`src/assert_macros.svh`:
```
// Assertion macros used by the top level RTL of the gas ratio to ppm block
`ifndef ASSERT_MACROS_SVH
`define ASSERT_MACROS_SVH
`ifndef SYNTHESIS
`define GSR_ASSERT_CLK(label, prop, msg) \
  label: assert property (@(posedge clk) disable iff (!rst_n) prop) else $error(msg);
`define GSR_ASSERT_RST(label, prop, msg) \
  label: assert property (@(posedge clk) prop) else $error(msg);
`else
`define GSR_ASSERT_CLK(label, prop, msg)
`define GSR_ASSERT_RST(label, prop, msg)
`endif
`endif

```
`src/gsr_pkg.sv`:
```
// Types, curve constants and elaboration helpers of the gas ratio to ppm block
package gsr_pkg;

  localparam int MEAS_W        = 24;
  localparam int RES_BITS_DFLT = 24;
  localparam int RATIO_W       = 24;
  localparam int CONC_W        = 24;
  localparam int FRAC_W        = 24;
  localparam int LOG_W         = 29;
  localparam int NUM_W         = 41;
  localparam int ABS_W         = 40;
  localparam int DIVQ_W        = 32;
  localparam int DIVR_W        = 11;
  localparam int Y_W           = 35;
  localparam int ACC_W         = 32;
  localparam int EXP_W         = 5;

  localparam logic [MEAS_W-1:0] AIR_RESET = MEAS_W'(1);
  localparam logic [CONC_W-1:0] CONC_MAX  = '1;
  localparam logic signed [NUM_W-1:0] LOG2_TEN_Q24 = NUM_W'(55732705);
  localparam logic signed [NUM_W-1:0] MILLI        = NUM_W'(1000);

  typedef enum logic [1:0] {
    RES_EXP,
    RES_ZERO,
    RES_MAX
  } res_kind_t;

  typedef struct packed {
    logic [1:0]        gas_kind;
    logic [MEAS_W-1:0] measured_resistance;
  } gsr_in_t;

  typedef struct packed {
    logic [CONC_W-1:0] concentration;
    logic              error;
  } gsr_out_t;

  typedef struct packed {
    res_kind_t  kind;
    logic       err;
    logic [1:0] gas;
  } gsr_tag_t;

  localparam logic [RATIO_W-1:0] THR [4] = '{24'd1310, 24'd26214, 24'd9175, 24'd13107};
  localparam logic [DIVR_W-1:0] A_HI_N [4] = '{11'd699, 11'd509, 11'd632, 11'd778};
  localparam logic [DIVR_W-1:0] A_LO_N [4] = '{11'd834, 11'd1125, 11'd1343, 11'd1602};
  localparam logic signed [11:0] B_HI [4] = '{-12'sd301, -12'sd155, -12'sd854, -12'sd1106};
  localparam logic signed [11:0] B_LO [4] = '{-12'sd31, 12'sd139, -12'sd854, -12'sd1537};

  function automatic logic [63:0] gsr_isqrt(input logic [63:0] n);
    logic [63:0] x;
    logic [63:0] res;
    logic [63:0] b;
    x   = n;
    res = '0;
    b   = 64'd1 << 62;
    for (int k = 0; k < 32; k++) begin
      if (x >= res + b) begin
        x   = x - (res + b);
        res = (res >> 1) + b;
      end else begin
        res = res >> 1;
      end
      b = b >> 2;
    end
    return res;
  endfunction

  function automatic logic [ACC_W-1:0] gsr_root(input int n);
    logic [63:0] r;
    r = 64'd2 << 30;
    for (int k = 1; k <= FRAC_W; k++) begin
      if (k <= n) begin
        r = gsr_isqrt(r << 30);
      end
    end
    return r[ACC_W-1:0];
  endfunction

endpackage

```
`src/gsr_ratio_div.sv`:
```
// Pipelined restoring divider forming the Q8.16 resistance ratio
module gsr_ratio_div import gsr_pkg::*; #(
  parameter int RW = RES_BITS_DFLT
) (
  input  logic               clk,
  input  logic               rst_n,
  input  logic               en,
  input  logic               in_v,
  input  gsr_tag_t           in_tag,
  input  logic [RW-1:0]      meas,
  input  logic [RW-1:0]      air,
  output logic               out_v,
  output gsr_tag_t           out_tag,
  output logic [RATIO_W-1:0] out_ratio
);

  localparam int NS = RATIO_W;

  logic               v_r   [0:NS];
  gsr_tag_t           tag_r [0:NS];
  logic               sat_r [0:NS];
  logic [RW-1:0]      rem_r [0:NS];
  logic [RATIO_W-1:0] q_r   [0:NS];
  logic [7:0]         lo_r  [0:NS];

  logic zero;
  logic sat;

  assign zero = (meas == '0) || (air == '0);
  assign sat  = {8'b0, meas} >= {air, 8'b0};

  always_ff @(posedge clk) begin
    if (!rst_n) begin
      v_r[0] <= 1'b0;
    end else if (en) begin
      v_r[0] <= in_v;
    end
  end

  always_ff @(posedge clk) begin
    if (en) begin
      tag_r[0] <= '{kind: (zero ? RES_ZERO : RES_EXP), err: zero, gas: in_tag.gas};
      sat_r[0] <= sat;
      rem_r[0] <= RW'(meas >> 8);
      q_r[0]   <= '0;
      lo_r[0]  <= meas[7:0];
    end
  end

  for (genvar k = 0; k < NS; k++) begin : g_step
    localparam int J = NS - 1 - k;
    logic          nb;
    logic [RW:0]   t;
    logic          ge;
    logic [RW:0]   d;

    if (J >= 16) begin : g_data
      assign nb = lo_r[k][J-16];
    end else begin : g_pad
      assign nb = 1'b0;
    end

    assign t  = {rem_r[k], nb};
    assign ge = t >= {1'b0, air};
    assign d  = t - {1'b0, air};

    always_ff @(posedge clk) begin
      if (!rst_n) begin
        v_r[k+1] <= 1'b0;
      end else if (en) begin
        v_r[k+1] <= v_r[k];
      end
    end

    always_ff @(posedge clk) begin
      if (en) begin
        tag_r[k+1] <= tag_r[k];
        sat_r[k+1] <= sat_r[k];
        rem_r[k+1] <= ge ? d[RW-1:0] : t[RW-1:0];
        q_r[k+1]   <= {q_r[k][RATIO_W-2:0], ge};
        lo_r[k+1]  <= lo_r[k];
      end
    end
  end

  always_comb begin
    out_v     = v_r[NS];
    out_ratio = sat_r[NS] ? '1 : q_r[NS];
    out_tag   = tag_r[NS];
    if (tag_r[NS].kind == RES_EXP && out_ratio == '0) begin
      out_tag.kind = RES_MAX;
    end
  end

endmodule

```
`config.mk`:
```
export PLATFORM = sky130hd
export DESIGN_NAME = gsr_ratio_div
export DESIGN_NICKNAME = d
export VERILOG_FILES = /design/src/assert_macros.svh /design/src/gsr_pkg.sv /design/src/gsr_ratio_div.sv
export SDC_FILE = /design/constraint.sdc
export NUM_CORES = 2
export LEC_CHECK = 0
export BUFFER_PORTS_ARGS = -buffer_cell sky130_fd_sc_hd__buf_4
export CORE_ASPECT_RATIO = 1.1
export CORE_MARGIN = 1.5
export CORE_UTILIZATION = 55
export DETAILED_ROUTE_END_ITERATION = 12
export PLACE_DENSITY_LB_ADDON = 0.08
export SYNTH_ARGS = -nofsm -noshare
export SYNTH_HDL_FRONTEND = slang
export SYNTH_SLANG_ARGS = --single-unit
```
`constraint.sdc`:
```
create_clock -name clk -period 12.5 [get_ports clk]
set_input_delay 2.5 -clock clk [delete_from_list [all_inputs] [get_ports clk]]
set_output_delay 2.5 -clock clk [all_outputs]
set_load 0.01 [all_outputs]
```
==> results.yml <==
outcome:
  status: "completed"
grt:
  grt_util_met1_pct: 31.12
  grt_max_degree: 160
  grt_antenna_before_repair: 0
  grt_pass1_wl_mm: 240.8
  grt_use_met3_pct: 2.743
  grt.overflow.total: 0
  groute.usage.overall_pct: 25.44
  grt_util_met2_pct: 45.55
  grt_pass1_vias: 43610
  grt_busiest_layer: "met2"
setup_path:
  crit_path_top_delay_cell: "or2_1"
  end_kind: "flop"
  path_cells: "buf_4, clkinv_1, buf_4, ha_1, nor2b_1, o21a_1, o21a_1, o31a_1, o311ai_1, a21oi_1, nor3_2, or2_1, mux2_2"
  crit_required_ns: 12.98
  slowest_delay_ns: 0.90
  path_class: "in -> reg"
  start_kind: "input pin"
  arrival_ns: 6.87
  path_max_fanout: 25
sta:
  slew_violations: 0
  finalSetupTns_ns: 0
  grt_setup_unrepaired: "no"
  clock_skew_ns: 0.03059
  whs_ns: 0.3944
  worst_slew_pin_slew_ns: 1.172
  finalSetupViolations: 0
  hold_viol: 0
  setup_slack_ns: 6.107
  fmax_mhz: 156.4
  fin_crit_sh_pct: 51.15
  period_needed_ns: 6.393
  max_slew_margin_pct: 21.70
floorplan:
  initial_core_util_pct: 55.50
  dieArea_um2: 120900
  die_w_um: 331.7
  pin_count: 87
  core_um2: 117800
  fp.dieH_um: 364.5
  rows: 132
clock_tree:
  ctsRootBufferMaster: "clkbuf_16"
  post_cts.repair.setup_buffers: 0
  clock_latency_ns: 0.75
  cts_buffer_depth: 3
  cts.sinks: 1029
  path_clk_slew_ns: 0.06
  numCtsBuffers: 110
  cts_hold_buf: 0
  cts_max_level: 3
  cts_resized: 0
  cts_tree: "done"
yosys:
  ys_types: 104
  synth.cell_area_um2: 65350
  ys_seq_area_share_pct: 47.27
  synthesis.nets: 6434
  async_flop_share_pct: 0
  ys_seq_elements: 1029
  synth.avg_cell_area_um2: 11.33
  syn_inst: 5770
  yosys_warnings: 0
  synth_edf_count: 1028
  synth_flop_cell: "edfxtp_1"
placement:
  dpl_cell_area_um2: 67800
  dp_cells: 7328
  hpwlAfterDp_mm: 105.5
  place.gp.congestion: 0.9004
  numPortBuffers: 83
  dp_slack_ns: 5.380
route:
  drt_iter0_drc: 3109
  routed_wl_mm: 154.6
  wl_per_cell_um: 20.53
  drc: 0
  drt-vias-per-instance: 5.996
  ant_nets: 0
  dr.pass1.iters: 6
  vias: 45170
final_layout:
  finish.net_count: 6563
  drive_above_1_share_pct: 11.52
  layout_common_cells: "edfxtp_1 (1,028), ha_1 (584), a21oi_1 (460)"
  final_area_um2: 71830
  areaGrowthSynthToFinish_pct: 9.916
  layout_commonest_cell: "edfxtp_1"
  fin_cells: 7533
  antenna_cells: 0
power:
  irDropWorstVdd_mv: 0.1581
  power_density_nw_per_um2: 261.7
  p_leak_nw: 28.29
hold_path:
  min_path_type: "reg -> reg"
run:
  drv_cap: 0
final cells by class:
class / count / area, um^2
repair buffers: 134 / 1064
fillers: 9639 / 45930
inverters: 216 / 810.8
flip-flops and latches: 1029 / 30890
clock inverters: 87 / 1246
multi-input cells: 4408 / 33110
well taps: 1541 / 1928
clock buffers: 118 / 2783
sequential cells by signal (all words and copies together) (netlist names):
| name | cells |
|---|---|
| rem_r | 568 |
| q_r | 300 |
| tag_r | 75 |
| lo_r | 36 |
| sat_r | 25 |
| v_r | 25 |
worst paths after layout:
kind / startpoint / endpoint / slack [ns] / depth (start not counted)
setup / recovery: air[1] / rem_r[0][318] / 6.11 / 13
hold / removal: q_r[1][148] / q_r[1][173] / 0.39 / 0
setup reg to reg: rem_r[0][288] / rem_r[0][318] / 8.33 / 10
hold reg to reg: q_r[1][148] / q_r[1][173] / 0.39 / 0
per-stage QoR:
step / power [W] / util [%]
after detailed placement: 0.01519 / 57.58
after CTS: 0.01888 / 61.00
final: 0.01880 / 61.00
after global placement: 0.01505 / 57.58
after floorplan: 0.01306 / -
after global routing: 0.02016 / 61.00
logic make-up (layout without fill, tap and decap cells):
group / count (synthesis) / after routing / share of synthesized area [%]
AOI/OAI and AO/OA: 1558 / 1558 / 15.46
and+or+nand+nor: 1424 / 1424 / 10.78
DFF: 1029 / 1029 / 47.27
adders and majority gates: 607 / 607 / 11.89
xor gates and xnor gates: 424 / 424 / 5.683
muxes: 395 / 395 / 6.824
buffers and inverters: 333 / 555 / 2.100
layer usage:
layer | part of all wire (%) | vias up
li1 | - | 22290
met4 | 4.3 | 0
met5 | 0 | -
met3 | 4.0 | 313
met1 | 42 | 21590
met2 | 50 | 977
cell usage after synthesis, drive strengths merged, types with 15 or more instances:
cell       n  area, um^2
edfxtp  1028       30870
ha       584        7307
a21oi    462        2320
nor2     388        1456
mux2     359        4099
nand2    333        1250
o21ai    327        1652
xnor2    286        2505
inv      216       810.8
a21o     212        1592
xor2     138        1209
nand3    111       555.5
nor2b     97       614.3
o21a      91       684.4
nor3      85       430.4
and3      74       462.9
nand4     71       444.2
clkbuf    68       255.2
o21bai    66       495.5
a211oi    59       442.9
nand2b    56       350.3
a31oi     51       349.1
buf       49       306.5
or2       48       300.3
o31ai     40       305.3
nor4      38       252.7
mux2i     36       360.4
a21boi    33       251.5
and2      32       200.2
o211ai    30       225.2
fa        23       460.4
o31a      23       202.7
a211o     19       166.4
or3       18       112.6
and4      17       148.9
o41ai     15       183.9
report_power, final:
part,switching [W],internal (W)
logic,0.00499,0.00418
registers,0.000627,0.00541
clock network,0.00144,0.00215
critical path: cells and delay by family:
kind	cells	cell delay, ns
AO/OA/AOI/OAI	5	1.28
adder cells (fa/ha/maj)	1	0.36
buffers and inverters	3	0.79
multiplexers	1	0.44
AND/OR/NAND/NOR	3	1.45
(Power assumes the default switching activity.)
