==> src/assert_macros.svh <==
// Assertion macros used by the top level RTL of the gas ratio to ppm block
`ifndef ASSERT_MACROS_SVH
`define ASSERT_MACROS_SVH
`ifndef SYNTHESIS
`define GSR_ASSERT_CLK(label, prop, msg) \
  label: assert property (@(posedge clk) disable iff (!rst_n) prop) else $error(msg);
`define GSR_ASSERT_RST(label, prop, msg) \
  label: assert property (@(posedge clk) prop) else $error(msg);
`else
`define GSR_ASSERT_CLK(label, prop, msg)
`define GSR_ASSERT_RST(label, prop, msg)
`endif
`endif

==> src/gsr_pkg.sv <==
// Types, curve constants and elaboration helpers of the gas ratio to ppm block
package gsr_pkg;

  localparam int MEAS_W        = 24;
  localparam int RES_BITS_DFLT = 24;
  localparam int RATIO_W       = 24;
  localparam int CONC_W        = 24;
  localparam int FRAC_W        = 24;
  localparam int LOG_W         = 29;
  localparam int NUM_W         = 41;
  localparam int ABS_W         = 40;
  localparam int DIVQ_W        = 32;
  localparam int DIVR_W        = 11;
  localparam int Y_W           = 35;
  localparam int ACC_W         = 32;
  localparam int EXP_W         = 5;

  localparam logic [MEAS_W-1:0] AIR_RESET = MEAS_W'(1);
  localparam logic [CONC_W-1:0] CONC_MAX  = '1;
  localparam logic signed [NUM_W-1:0] LOG2_TEN_Q24 = NUM_W'(55732705);
  localparam logic signed [NUM_W-1:0] MILLI        = NUM_W'(1000);

  typedef enum logic [1:0] {
    RES_EXP,
    RES_ZERO,
    RES_MAX
  } res_kind_t;

  typedef struct packed {
    logic [1:0]        gas_kind;
    logic [MEAS_W-1:0] measured_resistance;
  } gsr_in_t;

  typedef struct packed {
    logic [CONC_W-1:0] concentration;
    logic              error;
  } gsr_out_t;

  typedef struct packed {
    res_kind_t  kind;
    logic       err;
    logic [1:0] gas;
  } gsr_tag_t;

  localparam logic [RATIO_W-1:0] THR [4] = '{24'd1310, 24'd26214, 24'd9175, 24'd13107};
  localparam logic [DIVR_W-1:0] A_HI_N [4] = '{11'd699, 11'd509, 11'd632, 11'd778};
  localparam logic [DIVR_W-1:0] A_LO_N [4] = '{11'd834, 11'd1125, 11'd1343, 11'd1602};
  localparam logic signed [11:0] B_HI [4] = '{-12'sd301, -12'sd155, -12'sd854, -12'sd1106};
  localparam logic signed [11:0] B_LO [4] = '{-12'sd31, 12'sd139, -12'sd854, -12'sd1537};

  function automatic logic [63:0] gsr_isqrt(input logic [63:0] n);
    logic [63:0] x;
    logic [63:0] res;
    logic [63:0] b;
    x   = n;
    res = '0;
    b   = 64'd1 << 62;
    for (int k = 0; k < 32; k++) begin
      if (x >= res + b) begin
        x   = x - (res + b);
        res = (res >> 1) + b;
      end else begin
        res = res >> 1;
      end
      b = b >> 2;
    end
    return res;
  endfunction

  function automatic logic [ACC_W-1:0] gsr_root(input int n);
    logic [63:0] r;
    r = 64'd2 << 30;
    for (int k = 1; k <= FRAC_W; k++) begin
      if (k <= n) begin
        r = gsr_isqrt(r << 30);
      end
    end
    return r[ACC_W-1:0];
  endfunction

endpackage

==> src/gsr_curve.sv <==
// Segment pick, power law scaling and pipelined floor division by the slope
module gsr_curve import gsr_pkg::*; (
  input  logic                    clk,
  input  logic                    rst_n,
  input  logic                    en,
  input  logic                    in_v,
  input  gsr_tag_t                in_tag,
  input  logic [RATIO_W-1:0]      in_ratio,
  input  logic signed [LOG_W-1:0] in_log,
  output logic                    out_v,
  output gsr_tag_t                out_tag,
  output logic [EXP_W-1:0]        out_exp,
  output logic [FRAC_W-1:0]       out_frac
);

  localparam int NS = DIVQ_W;

  // segment select
  logic                    a_v_r;
  gsr_tag_t                a_tag_r;
  logic [DIVR_W-1:0]       a_an_r;
  logic signed [11:0]      a_b_r;
  logic signed [LOG_W-1:0] a_l_r;

  // numerator
  logic                    b_v_r;
  gsr_tag_t                b_tag_r;
  logic [DIVR_W-1:0]       b_an_r;
  logic signed [NUM_W-1:0] b_num_r;

  logic hi;
  assign hi = in_ratio > THR[in_tag.gas];

  always_ff @(posedge clk) begin
    if (!rst_n) begin
      a_v_r <= 1'b0;
      b_v_r <= 1'b0;
    end else if (en) begin
      a_v_r <= in_v;
      b_v_r <= a_v_r;
    end
  end

  always_ff @(posedge clk) begin
    if (en) begin
      a_tag_r <= in_tag;
      a_an_r  <= hi ? A_HI_N[in_tag.gas] : A_LO_N[in_tag.gas];
      a_b_r   <= hi ? B_HI[in_tag.gas] : B_LO[in_tag.gas];
      a_l_r   <= in_log;
      b_tag_r <= a_tag_r;
      b_an_r  <= a_an_r;
      b_num_r <= NUM_W'(a_l_r) * MILLI - NUM_W'(a_b_r) * LOG2_TEN_Q24;
    end
  end

  // divider
  logic              v_r   [0:NS];
  gsr_tag_t          tag_r [0:NS];
  logic              neg_r [0:NS];
  logic [DIVR_W-1:0] dn_r  [0:NS];
  logic [DIVR_W-1:0] rem_r [0:NS];
  logic [DIVQ_W-1:0] q_r   [0:NS];
  logic [DIVQ_W-1:0] lo_r  [0:NS];

  logic [NUM_W-1:0] mag;
  assign mag = b_num_r[NUM_W-1] ? NUM_W'(-b_num_r) : NUM_W'(b_num_r);

  always_ff @(posedge clk) begin
    if (!rst_n) begin
      v_r[0] <= 1'b0;
    end else if (en) begin
      v_r[0] <= b_v_r;
    end
  end

  always_ff @(posedge clk) begin
    if (en) begin
      tag_r[0] <= b_tag_r;
      neg_r[0] <= !b_num_r[NUM_W-1] && (b_num_r != '0);
      dn_r[0]  <= b_an_r;
      rem_r[0] <= DIVR_W'(mag[ABS_W-1:DIVQ_W]);
      q_r[0]   <= '0;
      lo_r[0]  <= mag[DIVQ_W-1:0];
    end
  end

  for (genvar k = 0; k < NS; k++) begin : g_step
    logic [DIVR_W:0] t;
    logic [DIVR_W:0] d;
    logic            ge;

    assign t  = {rem_r[k], lo_r[k][DIVQ_W-1]};
    assign ge = t >= {1'b0, dn_r[k]};
    assign d  = t - {1'b0, dn_r[k]};

    always_ff @(posedge clk) begin
      if (!rst_n) begin
        v_r[k+1] <= 1'b0;
      end else if (en) begin
        v_r[k+1] <= v_r[k];
      end
    end

    always_ff @(posedge clk) begin
      if (en) begin
        tag_r[k+1] <= tag_r[k];
        neg_r[k+1] <= neg_r[k];
        dn_r[k+1]  <= dn_r[k];
        rem_r[k+1] <= ge ? d[DIVR_W-1:0] : t[DIVR_W-1:0];
        q_r[k+1]   <= {q_r[k][DIVQ_W-2:0], ge};
        lo_r[k+1]  <= {lo_r[k][DIVQ_W-2:0], 1'b0};
      end
    end
  end

  // floor correction and exponent split
  logic                v_out_r;
  gsr_tag_t            tag_out_r;
  logic [EXP_W-1:0]    exp_out_r;
  logic [FRAC_W-1:0]   frac_out_r;

  logic [DIVQ_W:0]       qf;
  logic signed [Y_W-1:0] y;
  logic signed [Y_W-1:0] z;
  gsr_tag_t              tag_nxt;

  always_comb begin
    qf      = {1'b0, q_r[NS]} + (DIVQ_W+1)'(neg_r[NS] && (rem_r[NS] != '0));
    y       = neg_r[NS] ? -$signed(Y_W'(qf)) : $signed(Y_W'(qf));
    z       = y + $signed(Y_W'(8) << FRAC_W);
    tag_nxt = tag_r[NS];
    if (tag_r[NS].kind == RES_EXP) begin
      if (z < 0) begin
        tag_nxt.kind = RES_ZERO;
      end else if (z >= $signed(Y_W'(24) << FRAC_W)) begin
        tag_nxt.kind = RES_MAX;
      end
    end
  end

  always_ff @(posedge clk) begin
    if (!rst_n) begin
      v_out_r <= 1'b0;
    end else if (en) begin
      v_out_r <= v_r[NS];
    end
  end

  always_ff @(posedge clk) begin
    if (en) begin
      tag_out_r  <= tag_nxt;
      exp_out_r  <= z[FRAC_W+EXP_W-1:FRAC_W];
      frac_out_r <= z[FRAC_W-1:0];
    end
  end

  assign out_v    = v_out_r;
  assign out_tag  = tag_out_r;
  assign out_exp  = exp_out_r;
  assign out_frac = frac_out_r;

endmodule

==> config.mk <==
export PLATFORM = sky130hd
export DESIGN_NAME = gsr_curve
export DESIGN_NICKNAME = d
export VERILOG_FILES = /design/src/assert_macros.svh /design/src/gsr_pkg.sv /design/src/gsr_curve.sv
export SDC_FILE = /design/constraint.sdc
export NUM_CORES = 2
export LEC_CHECK = 0
export BUFFER_PORTS_ARGS = -buffer_cell sky130_fd_sc_hd__buf_2
export CAP_MARGIN = 5
export CORE_ASPECT_RATIO = 1.75
export CORE_MARGIN = 1
export CORE_UTILIZATION = 50
export DETAILED_ROUTE_END_ITERATION = 7
export HOLD_SLACK_MARGIN = 0.08
export PLACE_DENSITY = 0.65
export SKIP_LAST_GASP = 1
export SLEW_MARGIN = 40
export SYNTH_ARGS = -nofsm -noshare
export SYNTH_HDL_FRONTEND = slang
export SYNTH_SLANG_ARGS = --single-unit
==> constraint.sdc <==
create_clock -name clk -period 14.93 [get_ports clk]
set_input_delay 1.493 -clock clk [delete_from_list [all_inputs] [get_ports clk]]
set_output_delay 1.493 -clock clk [all_outputs]
set_load 0.005 [all_outputs]
==> metrics.txt <==
# TYPE chip_impl_metric gauge
chip_impl_info{name="critPathKind",value="reg2reg"} 1
chip_impl_metric{name="netlist_instances",unit=""} 6927
chip_impl_metric{name="maximum_number_of_pins_on_one_net_before_global_route_repair",unit=""} 154
chip_impl_metric{name="drv.max_cap_violation_count",unit=""} 0
chip_impl_metric{name="crit_arrival",unit="ns"} 8.68
chip_impl_metric{name="post-synth-top-area-fraction",unit="%"} 65.9
chip_impl_info{name="yosys.area.top_type",value="sky130_fd_sc_hd__edfxtp_1"} 1
chip_impl_metric{name="cell_rows",unit=""} 214
chip_impl_metric{name="fin_setup_tns",unit="ns"} 0
chip_impl_metric{name="detail_route.wirelength",unit="mm"} 180
chip_impl_metric{name="fin_crit",unit="ns"} 8.12
chip_impl_info{name="cts_root_buf",value="sky130_fd_sc_hd__clkbuf_16"} 1
chip_impl_metric{name="fin_skew",unit="ns"} 0.0481
chip_impl_metric{name="drtPass1Iterations",unit=""} 6
chip_impl_metric{name="viasPerCell",unit=""} 5.29
chip_impl_info{name="synthTopCellsByArea",value="sky130_fd_sc_hd__edfxtp_1 (66%), sky130_fd_sc_hd__ha_1 (7.8%), sky130_fd_sc_hd__fa_1 (5.2%), sky130_fd_sc_hd__inv_1 (4.2%), sky130_fd_sc_hd__o21ai_0 (2.0%)"} 1
chip_impl_metric{name="fillers",unit=""} 15500
chip_impl_metric{name="dpl.hpwl",unit="mm"} 130
chip_impl_info{name="critPathTopFamily",value="adder cells"} 1
chip_impl_info{name="timing.hold.worst.class",value="reg2reg"} 1
chip_impl_metric{name="synth_fp_nets",unit=""} 7858
chip_impl_metric{name="timing.fmax",unit="GHz"} 0.123
chip_impl_metric{name="cts.repair_timing.setup_buffer_count",unit=""} 0
chip_impl_info{name="rsz0062_at_grt",value="no"} 1
chip_impl_metric{name="cts.path.max_buffers",unit=""} 4
chip_impl_info{name="ys_dominant_reg_cell",value="sky130_fd_sc_hd__edfxtp_1"} 1
chip_impl_metric{name="die_area",unit="um^2"} 197000
chip_impl_metric{name="dr.first_iter.drc_count",unit=""} 2972
chip_impl_metric{name="port_buffers",unit=""} 96
chip_impl_metric{name="route.detailed.wl_per_inst",unit="um"} 18.1
chip_impl_metric{name="cts_hold_buf",unit=""} 0
chip_impl_metric{name="setup_violation_total_in_the_final_timing_report",unit=""} 0
chip_impl_metric{name="finish.net_count",unit=""} 8131
chip_impl_metric{name="fin_crit_sh",unit="%"} 54.4
chip_impl_metric{name="cpPeakStageDelay",unit="ns"} 0.53
chip_impl_metric{name="number_of_primary_i_o_pins",unit=""} 97
chip_impl_metric{name="yosysSeqAreaShare",unit="%"} 66.0
chip_impl_metric{name="chipWidth",unit="um"} 336
chip_impl_info{name="startpoint_type",value="flip-flop"} 1
chip_impl_info{name="crit_slowest_cell",value="sky130_fd_sc_hd__fa_1"} 1
chip_impl_metric{name="cts-buffers-inserted",unit=""} 199
chip_impl_metric{name="core_area",unit="um^2"} 194000
chip_impl_info{name="tritoncts",value="yes"} 1
chip_impl_metric{name="area_growth",unit="%"} 10.8
chip_impl_metric{name="timing.critical_path.required",unit="ns"} 15.49
chip_impl_metric{name="postSynthRegisterBits",unit=""} 2150
chip_impl_metric{name="synth_warnings",unit=""} 0
chip_impl_info{name="result_of_the_run",value="completed"} 1
chip_impl_metric{name="floorplan.initialDensity",unit="%"} 50.4
chip_impl_metric{name="ant_nets",unit=""} 0
chip_impl_metric{name="remaining_drc_errors",unit=""} 0
chip_impl_metric{name="antenna_violations_before_repair",unit=""} 1
chip_impl_metric{name="clock_edge_transition_at_the_registers_on_the_reported_setup_and_hold_paths",unit="ns"} 0.06
chip_impl_metric{name="tightestPinTransition",unit="ns"} 0.848
chip_impl_metric{name="first_global_vias",unit=""} 55900
chip_impl_metric{name="mappedNetlistArea",unit="um^2"} 97800
chip_impl_metric{name="average_footprint_of_a_synthesized_cell",unit="um^2"} 14.1
chip_impl_metric{name="globalRouteOverflowTotal",unit=""} 0
chip_impl_metric{name="clk_latency",unit="ns"} 0.83
chip_impl_metric{name="finalWeightedCongestion",unit=""} 0.888
chip_impl_metric{name="detailroute.via_count",unit=""} 52700
chip_impl_metric{name="timing.final.max_slew_violations",unit=""} 0
chip_impl_metric{name="grt_first_pass_wirelength",unit="mm"} 286
chip_impl_metric{name="layout-drive-gt1-share",unit="%"} 6.70
chip_impl_metric{name="crit_buf_inv",unit=""} 4
chip_impl_metric{name="max_slew_margin",unit="%"} 42.9
chip_impl_metric{name="final_hold_viol_count",unit=""} 0
chip_impl_metric{name="ctsResizeCount",unit=""} 0
chip_impl_metric{name="crit_fanout",unit=""} 5
chip_impl_metric{name="synth_enable_flop_cells",unit=""} 2146
chip_impl_info{name="cp-end-kind",value="flip-flop"} 1
chip_impl_metric{name="global_route.usage.total",unit="%"} 18.5
chip_impl_metric{name="htree_levels",unit=""} 4
chip_impl_info{name="critical_path.most_common_cell",value="sky130_fd_sc_hd__fa_1"} 1
chip_impl_metric{name="floorplan.die.height",unit="um"} 587
chip_impl_metric{name="ys_types",unit=""} 77
chip_impl_metric{name="cts.sinks",unit=""} 2150
chip_impl_metric{name="postSynth.asyncResetShare",unit="%"} 0
placed cells by master (no fill, tap or decap), types with 11 or more instances in the layout:
master,instances
sky130_fd_sc_hd__and2_1,25
sky130_fd_sc_hd__nor2_1,262
sky130_fd_sc_hd__nor3_1,105
sky130_fd_sc_hd__fa_1,256
sky130_fd_sc_hd__and3_1,80
sky130_fd_sc_hd__a21boi_0,144
sky130_fd_sc_hd__a21o_1,84
sky130_fd_sc_hd__or3_1,14
sky130_fd_sc_hd__buf_4,21
sky130_fd_sc_hd__clkbuf_16,203
sky130_fd_sc_hd__nand2b_1,68
sky130_fd_sc_hd__nor2b_1,77
sky130_fd_sc_hd__clkinv_4,11
sky130_fd_sc_hd__buf_2,95
sky130_fd_sc_hd__a21oi_1,198
sky130_fd_sc_hd__edfxtp_1,2146
sky130_fd_sc_hd__nor2_2,28
sky130_fd_sc_hd__a31oi_1,12
sky130_fd_sc_hd__bufinv_16,22
sky130_fd_sc_hd__nor4_1,15
sky130_fd_sc_hd__xnor2_1,152
sky130_fd_sc_hd__nand3_1,55
sky130_fd_sc_hd__mux2i_1,11
sky130_fd_sc_hd__nand2_1,449
sky130_fd_sc_hd__and4b_1,16
sky130_fd_sc_hd__clkinv_2,32
sky130_fd_sc_hd__inv_1,1098
sky130_fd_sc_hd__o31ai_1,202
sky130_fd_sc_hd__nand4_1,84
sky130_fd_sc_hd__xor2_1,114
sky130_fd_sc_hd__buf_6,12
sky130_fd_sc_hd__clkinv_1,27
sky130_fd_sc_hd__ha_1,613
sky130_fd_sc_hd__nor4bb_1,11
sky130_fd_sc_hd__o21bai_1,21
sky130_fd_sc_hd__clkinvlp_4,17
sky130_fd_sc_hd__clkbuf_1,29
sky130_fd_sc_hd__o21ai_0,399
worst reg2reg max path: cells and delay by family (launching register included):
family | cells | cell delay (ns)
AO/OA/AOI/OAI | 10 | 2.41
XOR/XNOR | 2 | 0.30
adder cells (fa/ha/maj) | 7 | 3.08
buffers and inverters | 4 | 0.35
flip-flops | 1 | 0.47
AND/OR/NAND/NOR | 5 | 1.25
flip-flops by register name, indices dropped and copies added (netlist names), 5 cells and up:
register	cells
out_exp	5
dn_r	352
tag_r	165
a_b_r	12
out_tag	5
out_frac	24
neg_r	33
lo_r	528
a_l_r	29
rem_r	360
q_r	528
a_tag_r	5
a_an_r	11
v_r	33
b_an_r	11
b_tag_r	5
b_num_r	41
cell usage after synthesis, drive strengths merged, types with 80 or more instances:
master,n
xor2,114
a21boi,147
o31ai,203
edfxtp,2146
nand2,449
inv,1098
fa,256
nor2,290
xnor2,152
nor3,106
and3,80
a21oi,198
ha,613
a21o,84
nand4,85
o21ai,400
logic make-up (layout without fill, tap and decap cells):
logic type	count (synthesis)	count (layout)	synth area share (%)
xor gates and xnor gates	266	266	2.38
DFF	2150	2150	66.0
muxes	12	12	0.124
other	0	1	0
AOI/OAI and AO/OA	1134	1134	7.25
adders and majority gates	869	869	13.1
buffers and inverters	1166	1593	4.50
and+or+nand+nor	1330	1330	6.66
routing by layer:
| layer | vias to the layer above | part of all wire [%] | track usage [%] |
|---|---|---|---|
| met5 | - | 0 | 0 |
| met4 | 0 | 6.4 | 11.0 |
| met3 | 526 | 2.6 | 2.31 |
| met2 | 898 | 58 | 37.2 |
| met1 | 26000 | 33 | 17.1 |
| li1 | 25300 | - | - |
final timing paths:
| kind | start | endpoint | slack, ns | cells past startpoint |
|---|---|---|---|---|
| worst min-delay path | lo_r[0][205]$_DFFE_PP_ | lo_r[0][238]$_DFFE_PP_ | 0.39 | 0 |
| worst min register to register | lo_r[0][205]$_DFFE_PP_ | lo_r[0][238]$_DFFE_PP_ | 0.39 | 0 |
| worst max-delay path | a_l_r[7]$_DFFE_PP_ | b_num_r[39]$_DFFE_PP_ | 6.81 | 28 |
| worst max register to register | a_l_r[7]$_DFFE_PP_ | b_num_r[39]$_DFFE_PP_ | 6.81 | 28 |
metrics by stage:
| stage | std cells | hold WS [ns] | setup WS, ns | util, % | area (um^2) |
|---|---|---|---|---|---|
| 5_1_grt | 9947 | 0.400 | 6.21 | 55.8 | 108000 |
| 3_5_place_dp | 9590 | 0.405 | 6.84 | 52.5 | 102000 |
| 6_report | 9947 | 0.386 | 6.81 | 55.8 | 108000 |
| 3_3_place_gp | 9585 | 0.400 | 6.94 | 52.3 | 102000 |
| 4_1_cts | 9945 | 0.390 | 6.81 | 55.8 | 108000 |
| 2_1_floorplan | 6927 | 0.400 | 7.76 | - | 97800 |
layout make-up:
cell class / instances / area (um^2) / area share (%)
Inverter: 1098 / 4120 / 3.80
Sequential cell: 2150 / 64500 / 59.5
Clock buffer: 234 / 5220 / 4.81
Clock inverter: 121 / 1280 / 1.18
Timing Repair Buffer: 140 / 1050 / 0.972
Tap cell: 2592 / 3240 / 2.99
Multi-Input combinational cell: 3611 / 28900 / 26.7
Antenna cell: 1 / 2.50 / 0.00231
Power is not shown: default switching activity piles up to over one toggle a cycle in this logic, so the estimate is an artifact.
